### config.mk
export PLATFORM = sky130hd
export DESIGN_NAME = dtt_decode
export DESIGN_NICKNAME = d
export VERILOG_FILES = /design/src/hw/rtl/dtt_pkg.sv /design/src/hw/rtl/dtt_decode.sv
export SDC_FILE = /design/constraint.sdc
export NUM_CORES = 1
export LEC_CHECK = 0
export BUFFER_PORTS_ARGS = -buffer_cell sky130_fd_sc_hd__buf_4
export CORE_AREA = 2 2 187 189
export DETAILED_ROUTE_END_ITERATION = 12
export DIE_AREA = 0 0 189 191
export PLACE_DENSITY = 0.72
export REMOVE_ABC_BUFFERS = 1
export SLEW_MARGIN = 5
export SYNTH_ARGS = -nofsm -noshare
export SYNTH_HDL_FRONTEND = slang
export SYNTH_SLANG_ARGS = --single-unit
export TNS_END_PERCENT = 30
### constraint.sdc
create_clock -name clk -period 2.82 [get_ports clk]
set_clock_uncertainty 0.2 [all_clocks]
set_input_delay 0.564 -clock clk [delete_from_list [all_inputs] [get_ports clk]]
set_output_delay 0.564 -clock clk [all_outputs]
set_load 0.01 [all_outputs]
### src/hw/rtl/dtt_pkg.sv
`timescale 1ns / 1ps
`default_nettype none
// ----------------------------------------------------------------------------
// dtt_pkg: shared types and constants
// Widths and the payload carried between the difficulty-to-target stages.
// ----------------------------------------------------------------------------
package dtt_pkg;

  localparam int unsigned DIFF_W   = 64;
  localparam int unsigned TGT_W    = 256;
  localparam int unsigned WORD_W   = 64;
  localparam int unsigned MANT_W   = 23;
  localparam logic [31:0] DIFF1_RESET = 32'h1d00ffff;

  // One pipeline slot. The numerator is shifted out at the top while
  // quotient bits are shifted in at the bottom of the same register.
  typedef struct packed {
    logic              valid;
    logic [DIFF_W-1:0] divisor;
    logic [DIFF_W-1:0] rem;
    logic [TGT_W-1:0]  nq;
  } dtt_stage_t;

endpackage
`default_nettype wire

### src/hw/rtl/dtt_decode.sv
`timescale 1ns / 1ps
`default_nettype none
// ----------------------------------------------------------------------------
// dtt_decode: compact target decode stage
// Expands the compact difficulty-one target into 256 bits and registers it
// together with the incoming difficulty.
// ----------------------------------------------------------------------------
module dtt_decode
  import dtt_pkg::*;
(
  input  wire logic              clk,
  input  wire logic              rst_n,
  input  wire logic              en,
  input  wire logic              in_valid,
  input  wire logic [DIFF_W-1:0] difficulty,
  input  wire logic [31:0]       compact,
  output dtt_stage_t             stage_o
);

  logic [7:0]       size;
  logic [7:0]       off;
  logic [TGT_W-1:0] mant;
  logic [TGT_W-1:0] base;
  dtt_stage_t       stage_r;

  always_comb begin
    size = compact[31:24];
    off  = size - 8'd3;
    mant = {{(TGT_W-MANT_W){1'b0}}, compact[MANT_W-1:0]};
    if (size <= 8'd3) begin
      base = mant >> {2'd3 - size[1:0], 3'b000};
    end else if (off >= 8'd32) begin
      base = '0;
    end else begin
      base = mant << {off[4:0], 3'b000};
    end
  end

  // Only the valid bit is reset; the data fields simply follow it.
  always_ff @(posedge clk) begin
    if (!rst_n) begin
      stage_r.valid <= 1'b0;
    end else if (en) begin
      stage_r.valid <= in_valid;
    end
    if (en) begin
      stage_r.divisor <= difficulty;
      stage_r.rem     <= '0;
      stage_r.nq      <= base;
    end
  end

  assign stage_o = stage_r;

endmodule
`default_nettype wire

* After elaboration in Yosys (flattened, before gate mapping) *
Index checks and enable logic that the tools add are counted.

operators by class
  div/mod/pow operators = 0
  reduce and logical (&&, ||, !) cells = 0
  equality and inequality tests = 0
  $mul = 0
  shift operators = 2
  add/sub/neg operators = 2
  bitwise operators = 0
  multiplexer cells = 2
  $lt $le $gt $ge = 2

operator list
  kind                 count
  $mux 256             2
  $shl 23x8->256       1
  $shr 23x5->256       1
  $ge 8x6->1 const B   1
  $le 8x2->1 const B   1
  $sub 8x2->8 const B  1
  $sub 2x2->2 const A  1

word-level totals
  memories = 0
  output and inout port bits = 385
  bits in writable memories = 0
  word-level logic and storage cells = 11
  bits in read-only memories = 0
  register bits after elaboration = 321
  bits in latches = 0

* Depth between registers and ports, before layout *
Gate-level depths: netlist of the first run.

  depth in word-level cells = 4
  depth in mapped cells = 8
  depth with buffers taken out = 6

* Worst setup path after synthesis of the first run *
OpenSTA, ideal clock, no wires.

  path kind = input port to flip-flop
  from = in compact[24]
  to = reg stage_r, in the netlist stage_o[129] (data pin)
  setup time = 0.256 ns
  buffers on the path = 2
  slack = 0.245 ns
  data arrival time = 2.119 ns
  stages on the path = 8
  data required time = 2.364 ns
  cells stage by stage = ha_1 -> buf_2 -> and4b_1 -> o211a_1 -> or2_2 -> buf_2 -> nor3b_1 -> a31o_2

between the ends
  cells in the longest elaborated chain, start to end = 4
  elaborated cells between the ends (all ways) = 8
  classes of those cells = add/sub (2); order compare (2); shift (2); mux (2)

RTL lines
  what                                                 RTL line                            text
  start, declared                                      dtt_decode.sv:16                    input wire logic [31:0] compact,
  $sub 8x2->8                                          dtt_decode.sv:28                    off = size - 8'd3;
  $shl 23x8->256 / $ge 8x6->1 (equally long branches)  dtt_decode.sv:35, dtt_decode.sv:32
  $mux 256                                             dtt_decode.sv:32                    end else if (off >= 8'd32) begin
  $mux 256 (*)                                         dtt_decode.sv:30                    if (size <= 8'd3) begin
  end, declared                                        dtt_decode.sv:24                    dtt_stage_t stage_r;

Every way passes the cells marked *; elsewhere a longest branch is shown, timed or not.
A chain may end at the register's enable or synchronous reset.

* Final worst setup path of the first run *
  from = in compact[24]
  to = reg stage_r, in the netlist stage_o[108] (data pin)

The elaborated chain is that of the path after synthesis.

==> run_results.csv, run 1 <==
group,metric,value,unit
finish,area_delta_synth_final,44.31,%
yosys,ys_ff_latch,321,
finish,largest_reg_flops,321,
die,dieArea,36100,um2
finish,stdcell_area,19090,um2
sta,hold_slack,0.05481,ns
yosys,synth-seq-area-share,0.7280,
worst_setup_path,critPathArrivalTime,2.72,ns
yosys,synth_xor_area_frac,0.004541,
routing,firstDrtPassIters,5,
sta,rsz0062_at_grt,"false",
place,place_congestion,0.9203,
finish,drive_above_1_share,0.3825,
cts,htreeDepth,2,
cts,root_buffer,"clkbuf_16",
global_routing,track_usage,0.2487,
die,floorplan.rows,68,
yosys,yosysWarningCount,0,
sta,period_share,0.8980,
sta,finalSetupViolations,0,
sta,max_freq,394.9,MHz
die,die_x,189,um
cts,cts.sinks,321,
yosys,synth_top_family_by_area,"simple AND/OR/NAND/NOR gates",
power,vdd_drop_max,0.4226,mV
die,core-area,34120,um2
worst_setup_path,cpMostUsedCell,"buf_4",
yosys,yosys.area_share.simple,0.1255,
routing,wl_per_cell,22.80,um
global_routing,grt_pass1_wl,65.14,mm
sta,setup_tns,0,ns
sta,worst_slew_pin_slew,1.044,ns
global_routing,grt_remaining_overflow,0,
yosys,synth_flop_cell,"edfxtp_1",
sta,setup_ws,0.2876,ns
place,dp_hpwl,32.36,mm
global_routing,grtUsageMet1,0.2904,
yosys,synth_fa_ha_area_frac,0.001892,
yosys,synth_compound_area_frac,0.07294,
global_routing,grt_busiest_layer,"met2",
die,ioPinCount,485,
routing,drt_iter0_drc,789,
yosys,synth_area,13230,um2
hold_path,hold_class,"input port to flip-flop",
cts,numCtsBuffers,37,
finish,fillCellCount,2730,
finish,final_nets,1642,
global_routing,met2_usage,0.4365,
yosys,syn_area_per_cell,13.39,um2
cts,clk_latency,0.53,ns
place,pre_cts_slack,-0.2357,ns
status,status,"finished clean",
sta,fin_crit,2.532,ns
yosys,synthMuxAreaShare,0.008419,
global_routing,antenna_found_initial,0,
yosys,synth_cell_types,60,
cts,clk_pin_slew_worst_paths,0.05,ns
yosys,async_flop_share,0,
worst_setup_path,critPathSlowestCell,"nor2_2",
place,place_area,17310,um2
cts,cts_setup_buffers,0,
routing,viasPerCell,5.066,
run,cap_violations,0,
global_routing,use_met3,0.06885,
worst_setup_path,crit_required,3.01,ns
cts,clockBufferDepth,3,
worst_setup_path,cp_max_fo,16,
power,power,11.82,mW
power,p_leak,7.447,nW
cts,post_cts_resized,0,
routing,vias,10240,
worst_setup_path,worstSetupPathType,"input port to flip-flop",
sta,final_hold_viol_count,0,
sta,maxSlewViolCount,0,
finish,layout_commonest_cell,"buf_4",
worst_setup_path,slowest_delay,0.79,ns
routing,drc_errors,0,
die,fp.dieH,191,um
global_routing,grt_max_degree,58,
routing,routed_wl,46.08,mm
finish,n_antenna_cell,0,
cts,holdBufCountCts,64,
global_routing,grt_pass1_vias,10030,
routing,drtAntennaViolNets,0,
worst_setup_path,crit_path_start_kind,"input port",
worst_setup_path,end_kind,"flip-flop",
sta,relSlewSlack,0.3030,
cts,cts_tree,"built",
place,io_buffers,419,
yosys,netlist_instances,988,
power,cellPowerDensity,619.2,nW/um2
finish,final_cell_mix,"490 x buf_4, 320 x edfxtp_1, 221 x nor2_1, 69 x nand2_1",
worst_setup_path,cp_cell_sequence,"buf_4, ha_1, buf_4, buf_12, xor2_2, nor2_2, a22oi_1, buf_4, nor2_1",
yosys,synth-edff-count,320,
die,start_util,0.3877,
==> synthesized netlist by cell type (all sizes together), types with 3 or more instances <==
cell type / count / area share
a22oi: 16 / 0.0091
o21ai: 27 / 0.010
nor4: 3 / 0.0019
a32oi: 14 / 0.0093
and2: 9 / 0.0043
a31oi: 7 / 0.0033
o22ai: 20 / 0.0095
clkbuf: 27 / 0.0078
edfxtp: 320 / 0.73
a22o: 3 / 0.0020
nand2: 71 / 0.020
inv: 5 / 0.0014
mux2: 9 / 0.0077
a32o: 3 / 0.0023
nand3: 20 / 0.0076
a21oi: 25 / 0.0095
o211ai: 8 / 0.0049
nand2b: 4 / 0.0025
or2: 12 / 0.0057
buf: 93 / 0.049
nor2: 231 / 0.067
nor2b: 17 / 0.0080
xnor2: 4 / 0.0026
a311o: 6 / 0.0045
==> layer usage <==
| layer | up-vias | routed length, um |
|---|---|---|
| li1 | 4572 | - |
| met4 | 0 | 1781 |
| met5 | - | 0 |
| met2 | 574 | 23230 |
| met3 | 95 | 3940 |
| met1 | 4997 | 17130 |
==> cell type report <==
class	count	area, um2	share of cell area
clock buffer	49	1013	0.05310
clock inverter	16	122.6	0.006424
inverter	6	22.52	0.001180
multi-input combinational	604	3095	0.1622
tap	455	569.3	0.02983
sequential	321	9629	0.5045
timing repair buffer	570	4634	0.2428
==> report_power, final <==
part	total (mW)	leakage, nW	internal (mW)	switching [mW]
logic	1.64	3.84	0.704	0.938
registers	5.64	3.06	5.54	0.0986
clock network	4.54	0.545	2.63	1.90
total	11.8	7.45	8.88	2.94
==> path summary, 6_finish.rpt <==
check	depth (start not counted)	from	slack, ns	to
worst max-delay path	9	compact[24]	0.29	stage_o[108]
worst min-delay path	2	rst_n	0.05	stage_o[384]
worst max register to register	2	stage_o[384]	2.03	stage_o[384]
worst min register to register	2	stage_o[384]	0.33	stage_o[384]
==> logic make-up after synthesis <==
group                      count (synthesis)
and+or+nand+nor                          381
xor gates and xnor gates                   6
muxes                                     10
DFF                                      321
AOI/OAI and AO/OA                        141
buffers and inverters                    126
other                                      1
adders and majority gates                  2
==> worst max-delay path, delay by kind of cell <==
kind	cells	cell delay, ns
buf+inv	4	0.62
simple gates	2	0.91
xor+xnor	1	0.15
compound gates	1	0.25
fa+ha+maj	1	0.20
==> through the flow <==
| step | utilization | cells |
|---|---|---|
| floorplan | - | 931 |
| global placement | 0.5074 | 1892 |
| detailed placement | 0.5074 | 1892 |
| CTS | 0.5594 | 2021 |
| global route | 0.5594 | 2021 |
| finish | 0.5594 | 2021 |
Power figures use the tool's default switching activity.
==> inputs of run 2 (changes only) <==
- ABC_AREA: unset -> 1
- ABC_CLOCK_PERIOD_IN_PS: unset -> 2820
- CORE_AREA: 2 2 187 189 -> 2 2 191 193
- DIE_AREA: 0 0 189 191 -> 0 0 193 195
- MAX_ROUTING_LAYER: unset -> met4
==> run 2 against run 1 <==
Against the previous run: synthesized cell count up 30%; core utilization down 0.90 points; wire length down 3.2%; critical endpoint is now stage_o[114]; largest power group unchanged.
==> run_results.csv, run 2 <==
group,metric,value,unit
worst_setup_path,path_depth,9,
global_routing,use_met3,0.06165,
global_routing,grt_max_degree,87,
routing,drc_errors,0,
global_routing,met2_usage,0.3948,
worst_setup_path,worstSetupPathType,"input port to flip-flop",
place,place_area,17590,um2
finish,drive_above_1_share,0.3013,
power,seqPwrFrac,0.455,
yosys,synth_area,13840,um2
global_routing,grt_remaining_overflow,0,
global_routing,grtUsageMet1,0.2704,
yosys,yosysWarningCount,0,
yosys,async_flop_share,0,
worst_setup_path,critPathLaunch,"compact[25]",
hold_path,min_from,"difficulty[16]",
worst_setup_path,r2r-end,"stage_o[384]",
power,vdd_drop_max,0.5067,mV
sta,finalSetupViolations,0,
cts,cts.sinks,321,
finish,stdcell_area,19480,um2
place,place_congestion,0.8608,
die,floorplan.rows,69,
die,fp.dieH,195,um
die,start_util,0.3911,
yosys,synth_cell_types,23,
worst_setup_path,cpMostUsedCell,"nand2_1",
worst_setup_path,critPathSlowestCell,"nor2_2",
yosys,netlist_instances,1280,
run,cap_violations,0,
worst_setup_path,crit_required,3.01,ns
power,comb_power_share,0.137,
routing,wl_per_cell,19.69,um
cts,cts_tree,"built",
power,p_leak,8.126,nW
yosys,synth-edff-count,320,
routing,viasPerCell,4.980,
routing,routed_wl,44.58,mm
yosys,synth_top_area_cell,"edfxtp_1",
finish,final_nets,1878,
cts,clockBufferDepth,3,
die,ioPinCount,485,
cts,holdBufCountCts,62,
routing,drtAntennaViolNets,0,
place,io_buffers,419,
cts,cts_setup_buffers,0,
cts,post_cts_resized,0,
global_routing,antenna_found_initial,1,
power,cellPowerDensity,636.0,nW/um2
sta,worst_slew_pin_slew,1.150,ns
worst_setup_path,cp_max_fo,16,
sta,relSlewSlack,0.2323,
global_routing,grt_pass1_wl,64.53,mm
status,status,"finished clean",
finish,area_delta_synth_final,40.75,%
finish,layout_commonest_cell,"buf_4",
yosys,synth_flop_cell,"edfxtp_1",
global_routing,grt_pass1_vias,11030,
place,dp_hpwl,30.07,mm
worst_setup_path,path_buf_inv,2,
finish,largest_reg_flops,321,
sta,max_freq,418.3,MHz
sta,rsz0062_at_grt,"false",
yosys,syn_area_per_cell,10.81,um2
hold_path,hold_class,"input port to flip-flop",
yosys,synth_top_area_frac,0.6942,
yosys,synth.most_common_cell,"edfxtp_1",
finish,final_cell_mix,"455 x buf_4, 320 x edfxtp_1, 299 x nand2_1, 281 x nor2_1, 89 x nand3_1",
yosys,synth.area.top_cells,"edfxtp_1 69%, nand2_1 8.2%, nor2_1 7.7%",
worst_setup_path,reg2reg_from,"stage_o[384]",
cts,root_buffer,"clkbuf_16",
power,p_sw,3.028,mW
worst_setup_path,crit_path_start_kind,"input port",
power,p_clk_frac,0.408,
sta,final_hold_viol_count,0,
finish,final_cells,2264,
global_routing,track_usage,0.2358,
cts,clk_latency,0.54,ns
routing,drt_iter0_drc,861,
cts,clk_pin_slew_worst_paths,0.06,ns
power,p_int,9.363,mW
worst_setup_path,cp_cell_sequence,"buf_4, ha_1, inv_1, nand2_1, nand2_1, nand2_1, nor2_2, nand2_4, nor2_1",
global_routing,grt_busiest_layer,"met2",
yosys,ys_ff_latch,321,
worst_setup_path,reg2reg_slack,1.95,ns
sta,maxSlewViolCount,0,
yosys,netlist_top_cells_count,"320 x edfxtp_1, 301 x nand2_1, 283 x nor2_1, 89 x nand3_1, 73 x buf_4",
worst_setup_path,slowest_delay,0.87,ns
power,switching_share,0.2444,
worst_setup_path,crit_path_end,"stage_o[114]",
worst_setup_path,crit_family,"simple AND/OR/NAND/NOR gates",
die,dieArea,37640,um2
worst_setup_path,reg2reg_depth,2,
cts,numCtsBuffers,36,
sta,fin_crit,2.390,ns
sta,period_share,0.8477,
yosys,synth-seq-area-share,0.6957,
die,die_x,193,um
worst_setup_path,critPathArrivalTime,2.58,ns
routing,firstDrtPassIters,8,
die,core-area,35400,um2
routing,vias,11270,
worst_setup_path,end_kind,"flip-flop",
place,dp.cells,2136,
cts,htreeDepth,2,
run 2: cell count changes after synthesis, moves of 14 or more:
cell,before,now
a22oi_1,16,0
nor2b_1,17,0
o22ai_1,20,0
nand3_1,20,89
inv_1,5,50
a32oi_1,14,0
o21ai_0,22,49
nor2_1,222,283
a21oi_1,25,5
nand2_1,70,301
run 2: final cells by class:
cell class	instances	area [um2]
fillers	2912	15910
flip-flops and latches	321	9629
repair buffers	534	4362
multi-input cells	831	3453
clock buffers	42	944.7
well taps	461	576.8
clock inverters	22	317.8
inverters	52	196.4
diodes	1	2.502
run 2: power groups by stage:
stage	Clock, mW	Combinational [mW]	Sequential [mW]
after floorplan	0	0.429	5.88
after global placement	0	1.59	5.72
after detailed placement	0	1.61	5.73
after CTS	5.12	1.69	5.63
after global routing	5.32	1.82	5.66
final	5.06	1.70	5.63
run 2: cell families (layout without fill, tap and decap cells):
| logic type | after synthesis | after routing | share of synthesized area |
|---|---|---|---|
| and+or+nand+nor | 711 | 711 | 0.2084 |
| other | 1 | 65 | 0.0002709 |
| DFF | 321 | 321 | 0.6957 |
| buffers and inverters | 191 | 650 | 0.07430 |
| AOI/OAI and AO/OA | 54 | 54 | 0.01952 |
| adders and majority gates | 2 | 2 | 0.001808 |
run 2: worst min path at each step:
stage	endpoint	slack, ns	cells past startpoint
4_1_cts	stage_o[334]	0.0009	1
5_1_grt	stage_o[336]	0.02	1
6_report	stage_o[336]	0.05	1
2_1_floorplan	stage_o[384]	0.36	2
3_3_place_gp	stage_o[384]	0.32	2
3_5_place_dp	stage_o[384]	0.35	2
run 2: routing by layer:
metal	part of all wire	vias to the layer above
li1	-	5125
met1	0.37	5411
met2	0.50	655
met3	0.10	83
met4	0.035	0
met5	0	-
run 2: worst reg2reg max path, delay by kind of cell (launching register included):
kind | cells | cell delay (ns)
AOI/OAI and AO/OA | 2 | 0.23
DFF | 1 | 0.31
run 2: stage by stage:
stage | utilization | power [mW] | TNS (ns) | setup slack (ns) | hold WS (ns)
floorplan | - | 6.307 | -108.08 | -0.6366 | 0.3553
detailed placement | 0.4969 | 7.338 | -0.4130 | -0.06792 | 0.3527
finish | 0.5504 | 12.39 | 0 | 0.4296 | 0.04890
global placement | 0.4969 | 7.313 | -0.2177 | -0.02818 | 0.3242
CTS | 0.5501 | 12.44 | 0 | 0.5017 | 0.0008609
global route | 0.5504 | 12.80 | 0 | 0.3575 | 0.02373
