--- src/hw/rtl/dtt_pkg.sv ---
`timescale 1ns / 1ps
`default_nettype none
// ----------------------------------------------------------------------------
// dtt_pkg: shared types and constants
// Widths and the payload carried between the difficulty-to-target stages.
// ----------------------------------------------------------------------------
package dtt_pkg;

  localparam int unsigned DIFF_W   = 64;
  localparam int unsigned TGT_W    = 256;
  localparam int unsigned WORD_W   = 64;
  localparam int unsigned MANT_W   = 23;
  localparam logic [31:0] DIFF1_RESET = 32'h1d00ffff;

  // One pipeline slot. The numerator is shifted out at the top while
  // quotient bits are shifted in at the bottom of the same register.
  typedef struct packed {
    logic              valid;
    logic [DIFF_W-1:0] divisor;
    logic [DIFF_W-1:0] rem;
    logic [TGT_W-1:0]  nq;
  } dtt_stage_t;

endpackage
`default_nettype wire

--- src/hw/rtl/dtt_div_stage.sv ---
`timescale 1ns / 1ps
`default_nettype none
// ----------------------------------------------------------------------------
// dtt_div_stage: one restoring division step
// Brings down one numerator bit, compares against the divisor and produces
// one quotient bit.
// ----------------------------------------------------------------------------
module dtt_div_stage
  import dtt_pkg::*;
(
  input  wire logic  clk,
  input  wire logic  rst_n,
  input  wire logic  en,
  input  dtt_stage_t stage_i,
  output dtt_stage_t stage_o
);

  logic [DIFF_W:0]   shifted;
  logic              take;
  logic [DIFF_W-1:0] rem_nxt;
  dtt_stage_t        stage_r;

  always_comb begin
    shifted = {stage_i.rem, stage_i.nq[TGT_W-1]};
    // A carry out of the remainder means it already exceeds any divisor.
    take    = shifted[DIFF_W] || (shifted[DIFF_W-1:0] >= stage_i.divisor);
    rem_nxt = take ? (shifted[DIFF_W-1:0] - stage_i.divisor) : shifted[DIFF_W-1:0];
  end

  always_ff @(posedge clk) begin
    if (!rst_n) begin
      stage_r.valid <= 1'b0;
    end else if (en) begin
      stage_r.valid <= stage_i.valid;
    end
    if (en) begin
      stage_r.divisor <= stage_i.divisor;
      stage_r.rem     <= rem_nxt;
      stage_r.nq      <= {stage_i.nq[TGT_W-2:0], take};
    end
  end

  assign stage_o = stage_r;

endmodule
`default_nettype wire

--- config.mk ---
export PLATFORM = sky130hd
export DESIGN_NAME = dtt_div_stage
export DESIGN_NICKNAME = d
export VERILOG_FILES = /design/src/hw/rtl/dtt_pkg.sv /design/src/hw/rtl/dtt_div_stage.sv
export SDC_FILE = /design/constraint.sdc
export NUM_CORES = 1
export LEC_CHECK = 0
export BUFFER_PORTS_ARGS = -buffer_cell sky130_fd_sc_hd__buf_4
export CAP_MARGIN = 5
export CORE_AREA = 2 2 303 305
export CTS_BUF_LIST = sky130_fd_sc_hd__clkbuf_2 sky130_fd_sc_hd__clkbuf_4 sky130_fd_sc_hd__clkbuf_8
export DETAILED_ROUTE_END_ITERATION = 8
export DIE_AREA = 0 0 305 307
export GPL_TIMING_DRIVEN = 0
export PLACE_DENSITY_LB_ADDON = 0.2
export SLEW_MARGIN = 10
export SYNTH_ARGS = -nofsm -noshare
export SYNTH_HDL_FRONTEND = slang
export SYNTH_SLANG_ARGS = --single-unit
--- constraint.sdc ---
create_clock -name clk -period 3.5 [get_ports clk]
set_clock_uncertainty 0.15 [all_clocks]
set_input_delay 0.7 -clock clk [delete_from_list [all_inputs] [get_ports clk]]
set_output_delay 0.7 -clock clk [all_outputs]
set_load 0.01 [all_outputs]
; Yosys cells after proc, flatten, opt, wreduce, memory -nomap -nowiden
; Index checks and enable logic that the tools add are counted.
[totals]
regBits = 385
in_bits = 388
output_inout_bits = 385
word_cells = 8
[classes]
add_sub_neg = 1
order_cmp = 1
muxes = 1
reduce_logical = 1
[op_table]
columns = cell, count
row1 = $ge A64 B64 Y1, 1
row2 = $mux W64, 1
row3 = $sub A64 B64 Y64, 1
row4 = $logic_or A1 B1 Y1, 1

; Longest topological paths before layout
; Gate-level depths: netlist of the first run.
[depth]
ltp_word = 3
mapped_depth = 15
ltp_nobuf = 14

; Worst setup path after synthesis of the first run
; Ideal clock, no wire load.
[synth_timing]
path_kind = in2reg
start = in stage_i[255] (netlist bit)
end = reg stage_r, in the netlist stage_o[318] (data pin)
setup_time_ps = 255
arrival_ps = 3376
required_ps = 3095
setup_slack_ps = -282
stages = 14
n_path_buf = 0
cell_sequence = inv_1 > ha_1 > fa_1 > nand2b_1 > a21oi_2 > o21ai_1 > a22oi_2 > a21oi_2 > a211oi_2 > o2111ai_1 > a2111o_1 > a2111oi_2 > mux2i_1 > nor2_1
[synth_via]
elab_chain_len = 3
elab_cells_between_ends = 4
cone_classes = 1 x add/sub / 1 x order compare / 1 x mux / 1 x reduce/logical
[synth_lines]
columns = item, line_no
row1 = start: declaration, dtt_div_stage.sv:14  ; input dtt_stage_t stage_i,
row2 = $ge A64 B64 Y1, dtt_div_stage.sv:26  ; take = shifted[DIFF_W] || (shifted[DIFF_W-1:0] >= stage_i.divisor);
row3 = $logic_or A1 B1 Y1, dtt_div_stage.sv:26
row4 = $mux W64 *, dtt_div_stage.sv:27  ; rem_nxt = take ? (shifted[DIFF_W-1:0] - stage_i.divisor) : shifted[DIFF_W-1:0];
row5 = via rem_nxt[62], dtt_div_stage.sv:20  ; logic [DIFF_W-1:0] rem_nxt;
row6 = end: declaration, dtt_div_stage.sv:21  ; dtt_stage_t stage_r;
; The timed path passes the listed nets; every way through them passes the cells marked *.
; A chain may end at the register's enable or synchronous reset.

; Worst setup path after layout of the first run
; Ends and elaborated chain as after synthesis.

==> results.yml, run 1 <==
setup_path:
  cp_cell_sequence: "buf_8 -> inv_8 -> ha_4 -> fa_2 -> nand2b_4 -> a21oi_4 -> o21ai_4 -> a22oi_2 -> a21oi_4 -> a211oi_4 -> buf_6 -> o2111ai_4 -> a2111o_1 -> a2111oi_4 -> mux2i_1 -> nor2_1"
  crit_type: "in -> reg"
  critPathBufInv: 3
  cp_slowest_cell: "a2111o_1"
  worstPathArrival_ns: 3.79
  cp.required_ns: 3.79
  cp_max_fo: 4
  cp-start-kind: "primary input"
  critPathMaxStageDelay_ns: 0.47
  crit_family: "compound AO/OA/AOI/OAI gates"
  cp-end-kind: "flip-flop"
  critical_path.most_common_cell: "a21oi_4"
yosys:
  avgSynthCellArea_um2: 14.3
  synth_edf_count: 384
  netlist_area_um2: 16300
  synth_cell_types: 64
  yosys_warnings: 0
  synthMuxAreaShare: 0.0143
  synth_top_family_by_area: "compound AO/OA/AOI/OAI gates"
  syn_nets: 1589
  ys_seq_elements: 385
  synth_common_cells: "edfxtp_1, a21oi_1, nor2_1"
  syn_inst: 1136
  yosysTopAreaCell: "edfxtp_1"
  synth_fa_ha_area_frac: 0.0504
  yosysSeqAreaShare: 0.709
  synth_compound_area_frac: 0.0974
  synth-xor-area-share: 0.0323
  synthTopCellsByArea: "edfxtp_1, ha_1, a21oi_1, nor2_1, xnor2_1"
  synth_top_area_frac: 0.708
  synth.most_common_cell: "edfxtp_1"
  synthArstFlopShare: 0
  synth_ff_type: "edfxtp_1"
  yosys.area_share.simple: 0.0670
final_layout:
  instances_no_fill: 3569
  fill_cells: 9232
  final_nets: 2762
  syn2layout_area_growth_pct: 77.4
  area.sequential_um2: 11600
  multi_input_area_um2: 4550
  largest_reg_flops: 385
  layout-drive-gt1-share: 0.415
clock_network:
  cts.htree.levels: 3
  cts_buffer_depth: 3
  clockRootBuffer: "clkbuf_8"
  tritoncts.num_buffers: 78
  cts_tree: "built"
  clk_latency_ns: 0.66
  clock-sinks: 385
  clk_pin_slew_ns: 0.06
drt:
  drtAntennaViolNets: 0
  wirelength_mm: 79.7
  route.detailed.drc: 0
  vias_per_cell: 3.97
  drt-pass1-iter-count: 7
  drtIter0Drc: 663
  wl_per_cell_um: 22.3
  dr_total_vias: 14168
global_route:
  grt-ovfl-total: 0
  track_usage: 0.164
  grt_pass1_vias: 14960
  grt_max_degree: 107
  grt_pass1_wl_mm: 109
  antenna_found_initial: 26
power_and_ir_drop:
  pwr-share-comb: 0.213
  p_per_area_nw_per_um2: 472
  peakVddDrop_v: 0.000238
  swShare: 0.275
  p_switching_w: 0.00374
  power.internal_w: 0.00989
  fin_total_pwr_w: 0.0136
  p_seq_frac: 0.420
  pwr-share-clk: 0.367
  p_leak_nw: 12.1
floorplanning:
  die-height_um: 307
  die_x_um: 305
  ios: 773
  dieArea_um2: 93600
  core_area_um2: 90700
  initial_core_util: 0.180
  fp-row-count: 111
flow_run:
  maxCapViolCount: 0
placement:
  gp_congestion: 0.817
  buffer_ports.inserted: 772
  post-place-ws_ns: -1.78
  hpwlAfterDp_mm: 62.7
  dp.cells: 3097
sta:
  hold_viol_final: 0
  fmax_mhz: 286
  setup_tns_ns: -0.000937
  hold_ws_ns: 0.0953
  setup_viol: 1
  final.min_clock_period_ns: 3.50
  min_period_over_period: 1.00
  rsz0062_at_grt: "yes"
  final_max_slew_viol_count: 0
  setup_slack_ns: -0.000937
  worstMarginPinSlew_ns: 0.874
  slew_headroom: 0.417
run_status:
  outcome: "complete, but fails checks"
  violations: "negative setup slack"
min_path:
  hp-class: "in -> reg"
==> through the flow <==
step | util | area [µm²]
after global routing | 0.318 | 28900
after floorplan | - | 16400
after CTS | 0.317 | 28700
final | 0.319 | 28900
after global placement | 0.261 | 23600
after detailed placement | 0.262 | 23700
==> power by group through the flow <==
stage,combinational [W],clock (W),sequential (W)
after floorplan,0.000759,0,0.00603
after global placement,0.00257,0,0.00583
after detailed placement,0.00258,0,0.00581
after CTS,0.00295,0.00524,0.00572
after global routing,0.00313,0.00543,0.00576
final,0.00291,0.00500,0.00572
==> logic make-up (layout without fill, tap and decap cells) <==
| family | Yosys count | in the layout |
|---|---|---|
| flip-flops | 385 | 385 |
| other | 0 | 12 |
| buffers and inverters | 118 | 1353 |
| multiplexers | 21 | 21 |
| XOR/XNOR | 60 | 60 |
| AND/OR/NAND/NOR | 231 | 231 |
| AO/OA/AOI/OAI | 256 | 256 |
| adder cells (fa/ha/maj) | 65 | 65 |
==> layout by cell type, fill, tap and decap left out, types with 34 or more instances in the layout <==
| master | instances |
|---|---|
| buf_4 | 782 |
| edfxtp_1 | 384 |
| dlygate4sd3_1 | 317 |
| a21oi_1 | 112 |
| nor2_1 | 81 |
| clkbuf_8 | 81 |
| inv_1 | 79 |
| ha_1 | 55 |
| nand2_1 | 50 |
| xnor2_1 | 35 |
| a21o_1 | 34 |
==> routing by layer <==
| metal | GRT usage | part of all wire |
|---|---|---|
| met5 | 0 | 0.0016 |
| met4 | 0.0769 | 0.043 |
| met2 | 0.286 | 0.50 |
| met1 | 0.172 | 0.36 |
| met3 | 0.0656 | 0.095 |
==> area by class of cell <==
| type | instances | share of cell area |
|---|---|---|
| clock buffer | 107 | 0.0453 |
| buffer | 29 | 0.00585 |
| sequential | 385 | 0.400 |
| timing repair buffer | 1102 | 0.318 |
| clock inverter | 35 | 0.0110 |
| multi-input combinational | 633 | 0.157 |
| antenna | 12 | 0.00104 |
| tap | 1186 | 0.0514 |
| inverter | 80 | 0.0107 |
==> path summary, 6_finish.rpt <==
kind                start           end  slack [ns]  depth (start not counted)
max          stage_i[255]  stage_o[318]     -0.0009                         16
min reg2reg  stage_o[384]  stage_o[384]        0.37                          2
min          stage_i[324]  stage_o[324]         0.1                          1
max reg2reg  stage_o[384]  stage_o[384]        2.76                          2
==> timing repair <==
action | 4_1_cts | 5_1_grt
hold buffers | 317 | 0
gates resized for setup | 28 | 32
pin swaps | 15 | 2
setup buffers | 8 | 2
setup endpoints to repair | 65 | 64
hold endpoints to repair | 317 | 0
Note: power is estimated with default switching activity, not from simulation.
==> run 2, diff against run 1 <==
SETUP_SLACK_MARGIN = 0.2   (was not set)
==> run 2 against run 1 <==
  * Worst hold slack lost 0.013 ns
  * Critical endpoint unchanged
  * Critical path type unchanged
  * Power fell by 1.4%
  * Die area did not move
  * The flow now finishes without violations
  * Combinational power increased by 4%
  * Maximum frequency increased by 0.51%
  * First-iteration DRC count is 14% higher
  * Global-route usage up 0.44 points
  * Wire length grew 3.4%
  * Sequential power hardly changed
  * Register-to-register slack worse by 0.04 ns
==> results.yml, run 2 (synthesis gave the netlist of run 1 again) <==
clock_network:
  clk_latency_ns: 0.67
  cts_buffer_depth: 3
  clock-sinks: 385
  cts_tree: "built"
  clockRootBuffer: "clkbuf_8"
  tritoncts.num_buffers: 76
  clk_pin_slew_ns: 0.07
  cts.htree.levels: 3
placement:
  gp_congestion: 0.830
  dpl_cell_area_um2: 24000
  hpwlAfterDp_mm: 64.7
  buffer_ports.inserted: 772
final_layout:
  syn2layout_area_growth_pct: 79.0
  final_cell_mix: "buf_4, edfxtp_1, dlygate4sd3_1, a21oi_1, nor2_1"
  largest_reg_flops: 385
  final_common_cell: "buf_4"
  layout-drive-gt1-share: 0.433
  final_nets: 2775
  utilization: 0.321
  design_area_um2: 29100
drt:
  wirelength_mm: 82.4
  dr_total_vias: 14388
  drt-pass1-iter-count: 5
  vias_per_cell: 4.02
  wl_per_cell_um: 23.0
  drtAntennaViolNets: 0
  route.detailed.drc: 0
  drtIter0Drc: 759
global_route:
  grt-ovfl-total: 0
  grt_pass1_wl_mm: 112
  grt_max_degree: 115
  track_usage: 0.168
  antenna_found_initial: 29
  grt_pass1_vias: 14957
setup_path:
  cp_slowest_cell: "a2111o_1"
  crit_type: "in -> reg"
  cp_max_fo: 4
  cp_cell_sequence: "buf_8 -> inv_8 -> ha_4 -> fa_2 -> nand2b_4 -> a21oi_4 -> o21ai_2 -> a22oi_2 -> buf_6 -> a21oi_4 -> a211oi_4 -> o2111ai_4 -> a2111o_1 -> a2111oi_4 -> mux2i_1 -> nor2_1"
  cp-end-kind: "flip-flop"
  critPathMaxStageDelay_ns: 0.49
  cp-start-kind: "primary input"
  critical_path.most_common_cell: "a21oi_4"
  worstPathArrival_ns: 3.78
  cp.required_ns: 3.80
floorplanning:
  fp-row-count: 111
  die-height_um: 307
  initial_core_util: 0.180
  die_x_um: 305
  ios: 773
  core_area_um2: 90700
  dieArea_um2: 93600
sta:
  worstMarginPinSlew_ns: 0.717
  rsz0062_at_grt: "yes"
  final_max_slew_viol_count: 0
  setup_viol: 0
  hold_ws_ns: 0.0825
  final.min_clock_period_ns: 3.48
  slew_headroom: 0.522
  fmax_mhz: 287
  setup_tns_ns: 0
  hold_viol_final: 0
  min_period_over_period: 0.995
min_path:
  hp-class: "in -> reg"
power_and_ir_drop:
  peakVddDrop_v: 0.000316
  p_leak_nw: 12.3
  p_per_area_nw_per_um2: 461
flow_run:
  maxCapViolCount: 0
run_status:
  outcome: "complete, no violations"
==> run 2: cell types whose count changed in the layout (fill, tap and decap cells not counted), moves of 5 or more <==
cell / before / now
ha_2: 7 / 1
mux2_4: 1 / 17
buf_4: 782 / 787
clkbuf_2: 2 / 8
buf_6: 3 / 9
mux2_1: 14 / 1
ha_4: 2 / 12
==> run 2: layer usage <==
metal / vias up / track usage / wire length, µm / part of all wire
met5: - / 0 / 139 / 0.0017
met4: 22 / 0.0828 / 3570 / 0.043
met3: 164 / 0.0771 / 8550 / 0.10
met2: 572 / 0.276 / 39100 / 0.48
met1: 6986 / 0.184 / 31000 / 0.38
li1: 6644 / - / - / -
==> run 2: final timing paths <==
check / startpoint / to / slack, ns / cells after the start
max: stage_i[255] / stage_o[318] / 0.02 / 16
min reg2reg: stage_o[384] / stage_o[384] / 0.41 / 2
max reg2reg: stage_o[384] / stage_o[384] / 2.72 / 2
min: stage_i[321] / stage_o[321] / 0.08 / 1
==> run 2: final cells by class <==
class,instances,area [µm²]
inverters,80,308
repair buffers,1108,9230
clock buffers,105,1280
diodes,12,30.0
clock inverters,29,214
well taps,1186,1480
fillers,9241,61600
plain buffers,38,283
flip-flops and latches,385,11600
multi-input cells,633,4770
==> run 2: stage by stage <==
step           worst slack (ns)  std cells  power, W
2_1_floorplan            -0.259       1136   0.00686
3_3_place_gp              -1.74       3094   0.00850
3_5_place_dp              -1.22       3097   0.00848
4_1_cts                  0.0821       3559    0.0137
5_1_grt                 -0.0571       3567    0.0141
6_report                 0.0167       3576    0.0134
==> run 2: power by group <==
part | internal [W] | switching [W] | leakage [nW]
Clock | 0.00252 | 0.00215 | 0.787
Combinational | 0.00152 | 0.00152 | 7.73
Sequential | 0.00559 | 0.000139 | 3.77
Total | 0.00963 | 0.00381 | 12.3
==> run 2: critical path, delay by kind of cell <==
family / cells / cell delay [ns]
adder cells (fa/ha/maj): 2 / 0.49
buffers and inverters: 3 / 0.26
AO/OA/AOI/OAI: 8 / 1.85
multiplexers: 1 / 0.26
AND/OR/NAND/NOR: 2 / 0.23
==> run 2: what timing repair did <==
action | 4_1_cts | 5_1_grt
hold buffers | 315 | 0
setup endpoints to repair | 65 | 46
gates resized for setup | 43 | 26
buffers inserted | 11 | 5
hold endpoints to repair | 316 | 0
pin swaps | 16 | 3
gates cloned | 2 | 0
==> run 3, diff against run 2 <==
CORE_AREA = 2 2 299 301   (was 2 2 303 305)
DIE_AREA = 0 0 301 303   (was 0 0 305 307)
==> run 3 against run 2 <==
  * The run now ends with negative setup slack left
  * Register-to-register slack improved by 0.03 ns
  * Combinational power barely moved
  * Critical path depth fell by 1
  * Flip-flop and latch count did not move
  * Utilization rose by 1.2 points
  * Cell count fell by 0.48%
  * Maximum frequency fell by 3.0%
==> results.yml, run 3 (synthesis gave the netlist of run 1 again) <==
run_status:
  outcome: "complete, but fails checks"
  violations: "negative setup slack"
clock_network:
  cts_tree: "built"
  clk_latency_ns: 0.66
  cts.htree.levels: 3
  clockRootBuffer: "clkbuf_8"
  tritoncts.num_buffers: 77
  clk_pin_slew_ns: 0.05
  cts_buffer_depth: 3
  clock-sinks: 385
power_and_ir_drop:
  p_leak_nw: 12.3
  p_per_area_nw_per_um2: 458
  peakVddDrop_v: 0.000303
floorplanning:
  fp-row-count: 109
  dieArea_um2: 91200
  initial_core_util: 0.185
  die-height_um: 303
  core_area_um2: 88000
  die_x_um: 301
  ios: 773
global_route:
  grt_pass1_vias: 15035
  grt.busiest_layer: "met2"
  use_met1: 0.169
  track_usage: 0.164
  met3_usage: 0.0538
  antenna_found_initial: 20
  grt_pass1_wl_mm: 107
  grt_use_met2: 0.302
  grt_max_degree: 116
  grt-ovfl-total: 0
final_layout:
  final_cell_mix: "buf_4, edfxtp_1, dlygate4sd3_1, a21oi_1"
  fill_cells: 8851
  layout-drive-gt1-share: 0.443
  multi_input_area_um2: 4880
  utilization: 0.333
  area.sequential_um2: 11600
  final_common_cell: "buf_4"
  syn2layout_area_growth_pct: 80.1
  largest_reg_flops: 385
  final_nets: 2782
  instances_no_fill: 3559
setup_path:
  crit_type: "in -> reg"
  cp_max_fo: 4
  reg2reg_slack_ns: 2.75
  critPathMaxStageDelay_ns: 0.54
  cp_cell_sequence: "buf_8 -> inv_8 -> ha_4 -> fa_2 -> nand2b_4 -> a21oi_4 -> o21ai_4 -> a22oi_2 -> a21oi_4 -> a21oi_1 -> nor3b_2 -> nor3_1 -> o31ai_1 -> xnor2_1 -> a21oi_1"
  cp_slowest_cell: "o31ai_1"
  cp-end-kind: "flip-flop"
  worstPathArrival_ns: 3.84
  cp.required_ns: 3.75
  cp-start-kind: "primary input"
  critPathBufInv: 2
  crit_family: "compound AO/OA/AOI/OAI gates"
sta:
  setup_slack_ns: -0.0906
  hold_ws_ns: 0.0938
  rsz0062_at_grt: "yes"
  fmax_mhz: 279
  hold_viol_final: 0
  final_max_slew_viol_count: 0
  slew_headroom: 0.489
  min_period_over_period: 1.03
  setup_viol: 4
  worstMarginPinSlew_ns: 0.766
  final.min_clock_period_ns: 3.59
drt:
  wirelength_mm: 78.8
  route.detailed.drc: 0
  drtIter0Drc: 783
  wl_per_cell_um: 22.1
  drtAntennaViolNets: 0
  drt-pass1-iter-count: 6
  dr_total_vias: 14277
  vias_per_cell: 4.01
placement:
  hpwlAfterDp_mm: 61.3
  dp.cells: 3076
  buffer_ports.inserted: 772
  gp_congestion: 0.872
flow_run:
  maxCapViolCount: 0
min_path:
  hp-class: "in -> reg"
## run 3: cell types whose count changed in the layout (fill, tap and decap cells not counted), sizes merged
| cell | delta |
|---|---|
| diode | -6 |
| bufbuf | -1 |
| dlygate4sd3 | +2 |
| clkinv | +5 |
| clkbuf | +2 |
| buf | +2 |
| inv | -2 |
| clkinvlp | +2 |
## run 3: worst register-to-register path, cell delays in order, from the launching register on
cell and delay, ns:
dfxtp_1 0.31, mux2i_1 0.13, nor2b_1 0.06
## run 3: where the power goes
part / total (W) / switching, W / internal [W] / leakage, nW
clock network: 0.00470 / 0.00216 / 0.00254 / 0.800
logic: 0.00303 / 0.00150 / 0.00154 / 7.77
registers: 0.00572 / 0.000128 / 0.00559 / 3.77
total: 0.0134 / 0.00378 / 0.00967 / 12.3
## run 3: routing by layer
metal,wire (µm),vias to the layer above,part of all wire
li1,-,6652,-
met1,28300,6897,0.36
met2,41400,552,0.53
met3,5620,156,0.071
met4,3370,20,0.043
met5,119,-,0.0015
## run 3: path summary, 6_finish.rpt
| check | depth (start not counted) | startpoint | to |
|---|---|---|---|
| worst max-delay path | 15 | stage_i[255] | stage_o[312] |
| worst min-delay path | 1 | stage_i[383] | stage_o[383] |
| worst max register to register | 2 | stage_o[384] | stage_o[384] |
| worst min register to register | 2 | stage_o[384] | stage_o[384] |
## run 3: repair_timing
item,in CTS,in global routing
endpoints found under the setup margin,65,64
endpoints found under the hold margin,317,0
pin swaps,18,16
buffers inserted,10,11
resized for setup,33,78
hold buffers,317,0
cloned,0,1
## run 3: final cells by class
class / instances / share of cell area
Antenna cell: 6 / 0.000512
Buffer: 38 / 0.00951
Clock buffer: 104 / 0.0437
Clock inverter: 34 / 0.00836
Inverter: 80 / 0.0107
Multi-Input combinational cell: 633 / 0.166
Sequential cell: 385 / 0.394
Tap cell: 1165 / 0.0497
Timing Repair Buffer: 1114 / 0.317
## run 3: stage by stage
step / total power (W) / setup TNS (ns) / setup slack [ns] / instance area [µm²]
after floorplan: 0.00686 / -0.308 / -0.259 / 16600
after global placement: 0.00847 / -703.63 / -1.76 / 23900
after detailed placement: 0.00845 / -69.73 / -1.18 / 24000
after CTS: 0.0137 / 0 / 0.0210 / 28900
after global routing: 0.0141 / -0.193 / -0.0734 / 29300
final: 0.0134 / -0.130 / -0.0906 / 29300
